**src/mlrq_pkg.sv**
```systemverilog
// Shared types and constants for the multilevel ready-queue scheduler.
// No dependencies.
`timescale 1ns / 1ps
`default_nettype none
package mlrq_pkg;
  localparam int CMD_W = 2;
  localparam int SLOT_W = 6;
  localparam int PRIO_W = 5;
  localparam int CPU_W = 2;

  typedef enum logic [CMD_W-1:0] {
    CMD_READY   = 2'd0,
    CMD_UNREADY = 2'd1,
    CMD_ROTATE  = 2'd2,
    CMD_PICK    = 2'd3
  } cmd_t;

  localparam logic [0:0] REG_FIRST_USER = 1'b0;
  localparam logic [0:0] REG_HW_SLOT    = 1'b1;

  typedef struct packed {
    cmd_t              cmd;
    logic [SLOT_W-1:0] slot;
    logic [PRIO_W-1:0] prio;
    logic [CPU_W-1:0]  cpu;
    logic [CPU_W-1:0]  rcpu;
  } req_t;
endpackage
`default_nettype wire

```
**src/mlrq_fifo.sv**
```systemverilog
// Short command queue between the front decode and the list engine.
// Depends on mlrq_pkg.
`timescale 1ns / 1ps
`default_nettype none
module mlrq_fifo
  import mlrq_pkg::*;
(
  input  wire logic clk,
  input  wire logic rst_n,
  input  wire logic push,
  input  req_t      push_data,
  output logic      full,
  input  wire logic pop,
  output logic      empty,
  output req_t      pop_data
);
  req_t       mem_r [2];
  logic       wp_r, rp_r;
  logic [1:0] cnt_r;

  assign full = cnt_r == 2'd2;
  assign empty = cnt_r == 2'd0;
  assign pop_data = mem_r[rp_r];

  always_ff @(posedge clk) begin
    if (push) mem_r[wp_r] <= push_data;
  end

  always_ff @(posedge clk) begin
    if (!rst_n) begin
      wp_r <= 1'b0;
      rp_r <= 1'b0;
      cnt_r <= '0;
    end else begin
      if (push) wp_r <= ~wp_r;
      if (pop) rp_r <= ~rp_r;
      cnt_r <= cnt_r + 2'(push) - 2'(pop);
    end
  end
endmodule
`default_nettype wire

```
**src/mlrq_engine.sv**
```systemverilog
// List engine: ready lists, links and the pick logic, run by a sequencer.
// Depends on mlrq_pkg.
`timescale 1ns / 1ps
`default_nettype none
module mlrq_engine
  import mlrq_pkg::*;
#(
  parameter int NUM_SLOTS = 64,
  parameter int NUM_LEVELS = 8,
  parameter int NUM_CPUS = 4
) (
  input  wire logic              clk,
  input  wire logic              rst_n,
  input  wire logic [SLOT_W-1:0] first_user,
  input  wire logic [SLOT_W-1:0] hw_slot,
  input  wire logic              q_empty,
  input  req_t                   q_data,
  output logic                   q_pop,
  output logic                   out_valid,
  output logic [SLOT_W-1:0]      out_current_slot,
  output logic                   out_current_idle,
  output logic [SLOT_W-1:0]      out_previous_slot,
  output logic                   out_previous_idle,
  output logic [SLOT_W-1:0]      out_billed_slot,
  output logic                   out_picked
);
  localparam int LV_W = (NUM_LEVELS > 1) ? $clog2(NUM_LEVELS) : 1;
  localparam int NL = NUM_CPUS * NUM_LEVELS;
  localparam int LI_W = (NL > 1) ? $clog2(NL) : 1;
  localparam int SI_W = $clog2(NUM_SLOTS);
  localparam int WC_W = $clog2(NUM_SLOTS + 1);

  typedef enum logic [3:0] {
    S_IDLE, S_UHEAD, S_FIND, S_RELINK, S_TREAD, S_TAIL, S_RIX, S_ROT, S_CLR, S_DONE
  } st_t;

  // per slot: {next valid, next link} and {cpu, level}, registered reads
  logic [SLOT_W:0]        link_mem_r [NUM_SLOTS];
  logic [CPU_W+LV_W-1:0]  place_mem_r [NUM_SLOTS];
  logic [SLOT_W:0]        lk_rd_r;
  logic [CPU_W+LV_W-1:0]  pl_rd_r;

  logic [SLOT_W-1:0] head_r [NL];
  logic              hvalid_r [NL];
  logic [SLOT_W-1:0] tail_r [NL];

  st_t               st_r;
  req_t              req_r;
  logic [LI_W-1:0]   ix_r;
  logic [SLOT_W-1:0] x_r;
  logic [WC_W-1:0]   n_r;
  logic [SLOT_W-1:0] run_r, prv_r, bill_r;
  logic              runi_r, prvi_r, picked_r, sel_r;

  // clamp priority
  logic [LV_W-1:0] lv_c;
  always_comb begin
    if (q_data.prio[PRIO_W-1]) lv_c = '0;
    else if (32'(q_data.prio) >= NUM_LEVELS) lv_c = LV_W'(NUM_LEVELS - 1);
    else lv_c = LV_W'(q_data.prio);
  end

  logic ok_c;
  assign ok_c = (32'(q_data.slot) < NUM_SLOTS) && (32'(q_data.cpu) < NUM_CPUS);

  logic [LI_W-1:0] qix_c;
  assign qix_c = LI_W'(32'(q_data.cpu) * NUM_LEVELS + 32'(lv_c));

  logic [SLOT_W-1:0] lk_link_c;
  logic              lk_valid_c;
  assign lk_link_c = lk_rd_r[SLOT_W-1:0];
  assign lk_valid_c = lk_rd_r[SLOT_W];

  // rotate list of the running slot, from the place read of run_r
  logic [SI_W-1:0] rs_c;
  logic [31:0]     rix_c;
  assign rs_c = SI_W'(run_r);
  assign rix_c = 32'(pl_rd_r[LV_W +: CPU_W]) * NUM_LEVELS + 32'(pl_rd_r[LV_W-1:0]);

  // pick: lowest-numbered nonempty level of the running cpu
  logic              pfound_c;
  logic [SLOT_W-1:0] pslot_c;
  always_comb begin
    pfound_c = 1'b0;
    pslot_c = '0;
    if (32'(req_r.rcpu) < NUM_CPUS) begin
      for (int l = NUM_LEVELS - 1; l >= 0; l--) begin
        if (hvalid_r[LI_W'(32'(req_r.rcpu) * NUM_LEVELS + l)]) begin
          pfound_c = 1'b1;
          pslot_c = head_r[LI_W'(32'(req_r.rcpu) * NUM_LEVELS + l)];
        end
      end
    end
  end

  assign q_pop = (st_r == S_IDLE) && !q_empty;

  // link memory port control: one read and one write address per cycle
  logic [SI_W-1:0] lk_ra_c, lk_wa_c;
  logic [SLOT_W:0] lk_wd_c;
  logic            lk_we_c, pl_we_c;
  always_comb begin
    lk_ra_c = SI_W'(x_r);
    lk_we_c = 1'b0;
    lk_wa_c = SI_W'(x_r);
    lk_wd_c = '0;
    pl_we_c = 1'b0;
    unique case (st_r)
      S_IDLE: begin
        lk_ra_c = SI_W'(head_r[qix_c]);
        if (!q_empty && q_data.cmd == CMD_READY && ok_c) begin
          pl_we_c = 1'b1;
          if (hvalid_r[qix_c]) begin
            lk_we_c = 1'b1;
            lk_wa_c = SI_W'(tail_r[qix_c]);
            lk_wd_c = {1'b1, q_data.slot};
          end
        end
      end
      S_FIND, S_TAIL: lk_ra_c = SI_W'(lk_link_c);
      S_RELINK: begin
        lk_we_c = 1'b1;
        lk_wd_c = lk_rd_r;
      end
      S_RIX: lk_ra_c = SI_W'(head_r[LI_W'(rix_c)]);
      S_ROT: begin
        if (hvalid_r[ix_r] && lk_valid_c) begin
          lk_we_c = 1'b1;
          lk_wa_c = SI_W'(tail_r[ix_r]);
          lk_wd_c = {1'b1, head_r[ix_r]};
        end
      end
      S_CLR: lk_we_c = 1'b1;
      default: ;
    endcase
  end

  always_ff @(posedge clk) begin
    if (lk_we_c) link_mem_r[lk_wa_c] <= lk_wd_c;
    if (pl_we_c) place_mem_r[SI_W'(q_data.slot)] <= {q_data.cpu, lv_c};
    lk_rd_r <= link_mem_r[lk_ra_c];
    pl_rd_r <= place_mem_r[rs_c];
  end

  always_ff @(posedge clk) begin
    if (!rst_n) begin
      st_r <= S_IDLE;
      for (int i = 0; i < NL; i++) hvalid_r[i] <= 1'b0;
      run_r <= '0;
      runi_r <= 1'b1;
      prv_r <= '0;
      prvi_r <= 1'b1;
      bill_r <= hw_slot;
      out_valid <= 1'b0;
      sel_r <= 1'b0;
      picked_r <= 1'b0;
    end else begin
      out_valid <= 1'b0;
      unique case (st_r)
        S_IDLE: begin
          if (!q_empty) begin
            req_r <= q_data;
            ix_r <= qix_c;
            picked_r <= 1'b0;
            sel_r <= 1'b0;
            st_r <= S_DONE;
            unique case (q_data.cmd)
              CMD_READY: begin
                if (ok_c) begin
                  if (!hvalid_r[qix_c]) begin
                    head_r[qix_c] <= q_data.slot;
                    hvalid_r[qix_c] <= 1'b1;
                  end
                  tail_r[qix_c] <= q_data.slot;
                  // the new tail's link is cleared next cycle
                  x_r <= q_data.slot;
                  st_r <= S_CLR;
                end
              end
              CMD_UNREADY: begin
                if (ok_c && hvalid_r[qix_c]) begin
                  if (head_r[qix_c] == q_data.slot) begin
                    st_r <= S_UHEAD;
                  end else begin
                    x_r <= head_r[qix_c];
                    n_r <= '0;
                    st_r <= S_FIND;
                  end
                end
              end
              CMD_ROTATE: begin
                if (!runi_r) st_r <= S_RIX;
              end
              CMD_PICK: sel_r <= 1'b1;
              default: ;
            endcase
          end
        end
        S_UHEAD: begin
          hvalid_r[ix_r] <= lk_valid_c;
          head_r[ix_r] <= lk_link_c;
          sel_r <= 1'b1;
          st_r <= S_DONE;
        end
        S_RIX: begin
          if (rix_c < NL) begin
            ix_r <= LI_W'(rix_c);
            st_r <= S_ROT;
          end else begin
            st_r <= S_DONE;
          end
        end
        S_ROT: begin
          if (hvalid_r[ix_r] && lk_valid_c) begin
            tail_r[ix_r] <= head_r[ix_r];
            // a one-slot loop keeps its head
            head_r[ix_r] <= (tail_r[ix_r] == head_r[ix_r]) ? head_r[ix_r] : lk_link_c;
            x_r <= head_r[ix_r];
            sel_r <= 1'b1;
            st_r <= S_CLR;
          end else begin
            st_r <= S_DONE;
          end
        end
        S_CLR: st_r <= S_DONE;
        S_FIND: begin
          if (n_r == WC_W'(NUM_SLOTS) || !lk_valid_c) st_r <= S_DONE;
          else if (lk_link_c == req_r.slot) st_r <= S_RELINK;
          else begin
            x_r <= lk_link_c;
            n_r <= n_r + 1'b1;
          end
        end
        S_RELINK: begin
          n_r <= '0;
          st_r <= S_TREAD;
        end
        S_TREAD: st_r <= S_TAIL;
        S_TAIL: begin
          if (n_r == WC_W'(NUM_SLOTS) || !lk_valid_c) begin
            tail_r[ix_r] <= x_r;
            st_r <= S_DONE;
          end else begin
            x_r <= lk_link_c;
            n_r <= n_r + 1'b1;
          end
        end
        S_DONE: begin
          if (sel_r) begin
            picked_r <= 1'b1;
            prv_r <= run_r;
            prvi_r <= runi_r;
            if (pfound_c) begin
              run_r <= pslot_c;
              runi_r <= 1'b0;
              if (pslot_c >= first_user) bill_r <= pslot_c;
            end else begin
              run_r <= hw_slot;
              runi_r <= 1'b1;
              bill_r <= hw_slot;
            end
          end
          out_valid <= 1'b1;
          st_r <= S_IDLE;
        end
        default: st_r <= S_IDLE;
      endcase
    end
  end

  assign out_current_slot = run_r;
  assign out_current_idle = runi_r;
  assign out_previous_slot = prv_r;
  assign out_previous_idle = prvi_r;
  assign out_billed_slot = bill_r;
  assign out_picked = picked_r;
endmodule
`default_nettype wire

```
**src/multilevel_ready_queue_scheduler.sv**
```systemverilog
// Top level of the multilevel ready-queue scheduler.
// Depends on mlrq_pkg, mlrq_fifo and mlrq_engine.
`timescale 1ns / 1ps
`default_nettype none
// A command item is taken when start is high and busy is low. It enters a
// two-entry queue; the list engine takes items from it one at a time.
// Each item yields exactly one result, shown for one cycle with out_valid.
// With the engine free, a pick passes its idle and done states; make-ready
// adds a link clear, make-unready of a head a head update, and rotate an
// index read, the rotation and a link clear. Make-unready of a non-head
// slot walks the list from the head to the slot's predecessor and on to
// the new tail, one link per cycle; the engine takes no new item until
// done. busy is high while the queue is full. Results cannot be stalled.
// Reset empties all lists, makes the block idle and sets first_user_slot
// to 16 and hardware_slot to 7. Config writes take effect in the next cycle.
module multilevel_ready_queue_scheduler
  import mlrq_pkg::*;
#(
  parameter int NUM_SLOTS = 64,
  parameter int NUM_LEVELS = 8,
  parameter int NUM_CPUS = 4
) (
  input  wire logic              clk,
  input  wire logic              rst_n,
  input  wire logic              start,
  output logic                   busy,
  input  wire logic [CMD_W-1:0]  in_command,
  input  wire logic [SLOT_W-1:0] in_process_slot,
  input  wire logic [PRIO_W-1:0] in_priority_req,
  input  wire logic [CPU_W-1:0]  in_target_cpu,
  input  wire logic [CPU_W-1:0]  in_running_cpu,
  input  wire logic              cfg_we,
  input  wire logic [0:0]        cfg_index,
  input  wire logic [SLOT_W-1:0] cfg_data,
  output logic                   out_valid,
  output logic [SLOT_W-1:0]      out_current_slot,
  output logic                   out_current_idle,
  output logic [SLOT_W-1:0]      out_previous_slot,
  output logic                   out_previous_idle,
  output logic [SLOT_W-1:0]      out_billed_slot,
  output logic                   out_picked
);
  logic [SLOT_W-1:0] first_user_r, hw_slot_r;
  req_t req_c, q_data;
  logic q_full, q_empty, q_pop;

  always_ff @(posedge clk) begin
    if (!rst_n) begin
      first_user_r <= SLOT_W'(16);
      hw_slot_r <= SLOT_W'(7);
    end else if (cfg_we) begin
      if (cfg_index == REG_FIRST_USER) first_user_r <= cfg_data;
      else hw_slot_r <= cfg_data;
    end
  end

  always_comb begin
    req_c.cmd = cmd_t'(in_command);
    req_c.slot = in_process_slot;
    req_c.prio = in_priority_req;
    req_c.cpu = in_target_cpu;
    req_c.rcpu = in_running_cpu;
  end

  assign busy = q_full;

  mlrq_fifo u_fifo (
    .clk(clk), .rst_n(rst_n), .push(start && !q_full), .push_data(req_c),
    .full(q_full), .pop(q_pop), .empty(q_empty), .pop_data(q_data)
  );

  mlrq_engine #(
    .NUM_SLOTS(NUM_SLOTS), .NUM_LEVELS(NUM_LEVELS), .NUM_CPUS(NUM_CPUS)
  ) u_engine (
    .clk(clk), .rst_n(rst_n), .first_user(first_user_r), .hw_slot(hw_slot_r),
    .q_empty(q_empty), .q_data(q_data), .q_pop(q_pop),
    .out_valid(out_valid), .out_current_slot(out_current_slot),
    .out_current_idle(out_current_idle), .out_previous_slot(out_previous_slot),
    .out_previous_idle(out_previous_idle), .out_billed_slot(out_billed_slot),
    .out_picked(out_picked)
  );
endmodule
`default_nettype wire
```
**config.mk**
```make
export PLATFORM = sky130hd
export DESIGN_NAME = multilevel_ready_queue_scheduler
export DESIGN_NICKNAME = d
export VERILOG_FILES = /design/src/mlrq_pkg.sv /design/src/mlrq_fifo.sv /design/src/mlrq_engine.sv /design/src/multilevel_ready_queue_scheduler.sv
export SDC_FILE = /design/constraint.sdc
export NUM_CORES = 2
export LEC_CHECK = 0
export BUFFER_PORTS_ARGS = -buffer_cell sky130_fd_sc_hd__buf_2
export CAP_MARGIN = 0
export CORE_UTILIZATION = 30
export CTS_CLUSTER_SIZE = 10
export DETAILED_ROUTE_END_ITERATION = 6
export GPL_ROUTABILITY_DRIVEN = 0
export PLACE_DENSITY = 0.54
export SLEW_MARGIN = 20
export SYNTH_ARGS = -nofsm -noshare
export SYNTH_HDL_FRONTEND = slang
export SYNTH_SLANG_ARGS = --single-unit
export TNS_END_PERCENT = 10
```
**constraint.sdc**
```tcl
create_clock -name clk -period 6.8 [get_ports clk]
set_clock_uncertainty 0.1 [all_clocks]
set_input_delay 1.02 -clock clk [delete_from_list [all_inputs] [get_ports clk]]
set_output_delay 1.02 -clock clk [all_outputs]
set_load 0.005 [all_outputs]
```
==> flow_metrics.tcl <==
set metrics [dict create \
    synth_fa_ha_area_frac 0.00209 \
    grt_setup_unrepaired "false" \
    worstMarginPinSlew_ps 1130 \
    nets 4042 \
    io_buffers 50 \
    hpwl_mm 121 \
    grt_pass1_vias 36900 \
    io_pins 51 \
    yosys_warnings 0 \
    swShare 0.371 \
    fin_ws_ps 608 \
    hp-class "in2reg" \
    placed_area_sq_um 63900 \
    tns_ps 0 \
    timing.fmax_ghz 0.161 \
    holdWs_ps 331 \
    design_area_sq_um 68500 \
    crit_fanout 49 \
    synth-simple-area-share 0.0823 \
    setup_viol 0 \
    status "finished, final reports clean" \
    peakVddDrop_mv 0.331 \
    cts_resized 0 \
    grt_pass1_wl_mm 268 \
    final_cell_mix "edfxtp_1, nand2_1, mux4_2, nor2_1, clkbuf_16" \
    ys_async_sr_fraction 0 \
    syn_inst 3922 \
    yosysUniqueCellTypes 87 \
    core_area_sq_um 198000 \
    cts_buffers 154 \
    clkSlewWorstSetupHoldPaths_ps 50 \
    cts_sinks 1307 \
    ant_nets 0 \
    cts_tree "done" \
    synthXorXnorAreaFrac 0.00380 \
    dieArea_sq_um 201000 \
    row_count 163 \
    synth_area_leaders "edfxtp_1, mux4_2, nand2_1, dfxtp_1, mux2i_1" \
    cts_setup_buffers 0 \
    syn_area_per_cell_sq_um 15.3 \
    final_common_cell "edfxtp_1" \
    synth_top_family_by_area "multiplexers" \
    cts_max_level 4 \
    switchingPower_w 0.0105 \
    period_minus_slack_ps 6190 \
    crit_path_end_kind "register" \
    power_density_nw_per_um2 411 \
    syn2layout_area_growth_pct 14.3 \
    drv_cap 0 \
    yosys_most_used_dff "edfxtp_1" \
    synthMuxAreaShare 0.183 \
    synth_compound_area_frac 0.0655 \
    p_int_w 0.0177 \
    first_iter_violations 4504 \
    die_h_um 449 \
    grtUsageTotal 0.180 \
    power_frac_clock 0.270 \
    worstPathArrival_ps 6500 \
    netlist.area_leader.share 0.611 \
    synth_top_cell_by_area "edfxtp_1" \
    final_hold_viol_count 0 \
    clk-insertion-delay-late_ps 780 \
    grt_overflow 0 \
    slew_headroom 0.242 \
    grt_start_max_net_pins 70 \
    drt_wl_total_mm 185 \
    via_per_inst 5.57 \
    pwr-share-comb 0.374 \
    antenna_found_initial 7 \
    cts-root-buf "clkbuf_16" \
    drive_gt1_frac 0.218 \
    yosysSeqAreaShare 0.640 \
    seqPwrFrac 0.356 \
    drv_slew 0 \
    die_x_um 449 \
    syn-num-nets 3960 \
    vias 37500 \
    cp.required_ps 7100 \
    clockBufferDepth 3 \
    fin_crit_sh 0.911 \
    synth_edf_count 1218 \
    dr.pass1.iters 6 \
    worstSetupPathType "reg2reg" \
    syn_area_sq_um 59900 \
    routedWlPerCell_um 27.5 \
    num_antenna_cells 0 \
    drcViolationCount 0 \
    yosys_register_bits 1307 \
    p_leak_nw 21.5 \
    pre_cts_ws_ps 767 \
    hold_buffers 0 \
    start_kind "register" \
    start_util 0.303 \
]
## power groups by stage
stage	registers, W	clock network [W]	logic [W]
after floorplan	0.00988	0	0.00683
after global placement	0.0102	0	0.0103
after detailed placement	0.0102	0	0.0104
after CTS	0.0100	0.00774	0.0105
after global routing	0.0101	0.00804	0.0111
final	0.0100	0.00760	0.0105
## cell usage after synthesis (27+ instances only)
cell	n
edfxtp_1	1218
o221ai_1	33
a31oi_1	58
nand3_1	151
clkbuf_1	145
a32oi_1	30
o21ai_0	92
a22oi_1	38
mux2i_1	141
nor3_1	32
buf_2	55
nor2_1	261
buf_1	46
dfxtp_1	89
mux4_2	408
inv_1	34
a21oi_1	104
and2_1	27
nand2_1	544
## worst max-delay path, cell delays in order (launching register included)
cell	delay [ps]
dfxtp_2	680
nor3_1	210
nor2_4	540
buf_4	690
nand2_1	110
a21oi_1	180
o221ai_1	130
o211ai_1	330
a31oi_2	430
a221oi_1	820
nand3_1	410
or2_1	370
nor2_1	730
## kinds of logic (layout without fill, tap and decap cells)
| kind of cell | after synthesis | count (layout) |
|---|---|---|
| adders and majority gates | 10 | 10 |
| AOI/OAI and AO/OA | 557 | 557 |
| muxes | 574 | 574 |
| DFF | 1307 | 1307 |
| xor gates and xnor gates | 26 | 26 |
| buffers and inverters | 310 | 490 |
| and+or+nand+nor | 1138 | 1138 |
## registers in the layout, indices dropped and copies added (netlist names), 7 cells and up, named ones only
register,flops
u_engine.head_r,192
u_engine.hvalid_r,32
u_engine.link_mem_r,448
u_engine.lk_rd_r,7
u_engine.n_r,7
u_engine.place_mem_r,320
u_engine.req_r,8
u_engine.tail_r,192
u_fifo.mem_r,34
## worst paths after layout
kind,startpoint,end,slack (ps),cells past startpoint
worst min register to register,u_engine.out_previous_slot[1]$_SDFFE_PN0P_,u_engine.out_previous_slot[1]$_SDFFE_PN0P_,350,2
worst max-delay path,register,u_engine.link_mem_r[18][4]$_DFFE_PP_,610,12
worst min-delay path,in_process_slot[0],u_fifo.mem_r[0][9]$_DFFE_PP_,330,1
worst max register to register,register,u_engine.link_mem_r[18][4]$_DFFE_PP_,610,12
## stage by stage
stage | cells | power (W) | util
global route | 6742 | 0.0292 | 0.346
CTS | 6742 | 0.0282 | 0.346
floorplan | 3922 | 0.0167 | -
finish | 6742 | 0.0282 | 0.346
detailed placement | 6488 | 0.0206 | 0.323
global placement | 6487 | 0.0205 | 0.323
## routing by layer
| metal | GRT usage | wire length [um] | vias up |
|---|---|---|---|
| li1 | - | - | 15800 |
| met1 | 0.247 | 76900 | 19300 |
| met2 | 0.277 | 84500 | 1992 |
| met3 | 0.0423 | 17100 | 359 |
| met4 | 0.0648 | 6810 | 3 |
| met5 | 0.00260 | 77 | - |
## layout make-up
class,instances,area (sq um)
tap,2640,3300
sequential,1307,38400
timing repair buffer,194,1490
clock buffer,228,4220
fill,18900,129000
inverter,42,161
multi-input combinational,2305,20600
clock inverter,26,353
Power figures use the tool's default switching activity.
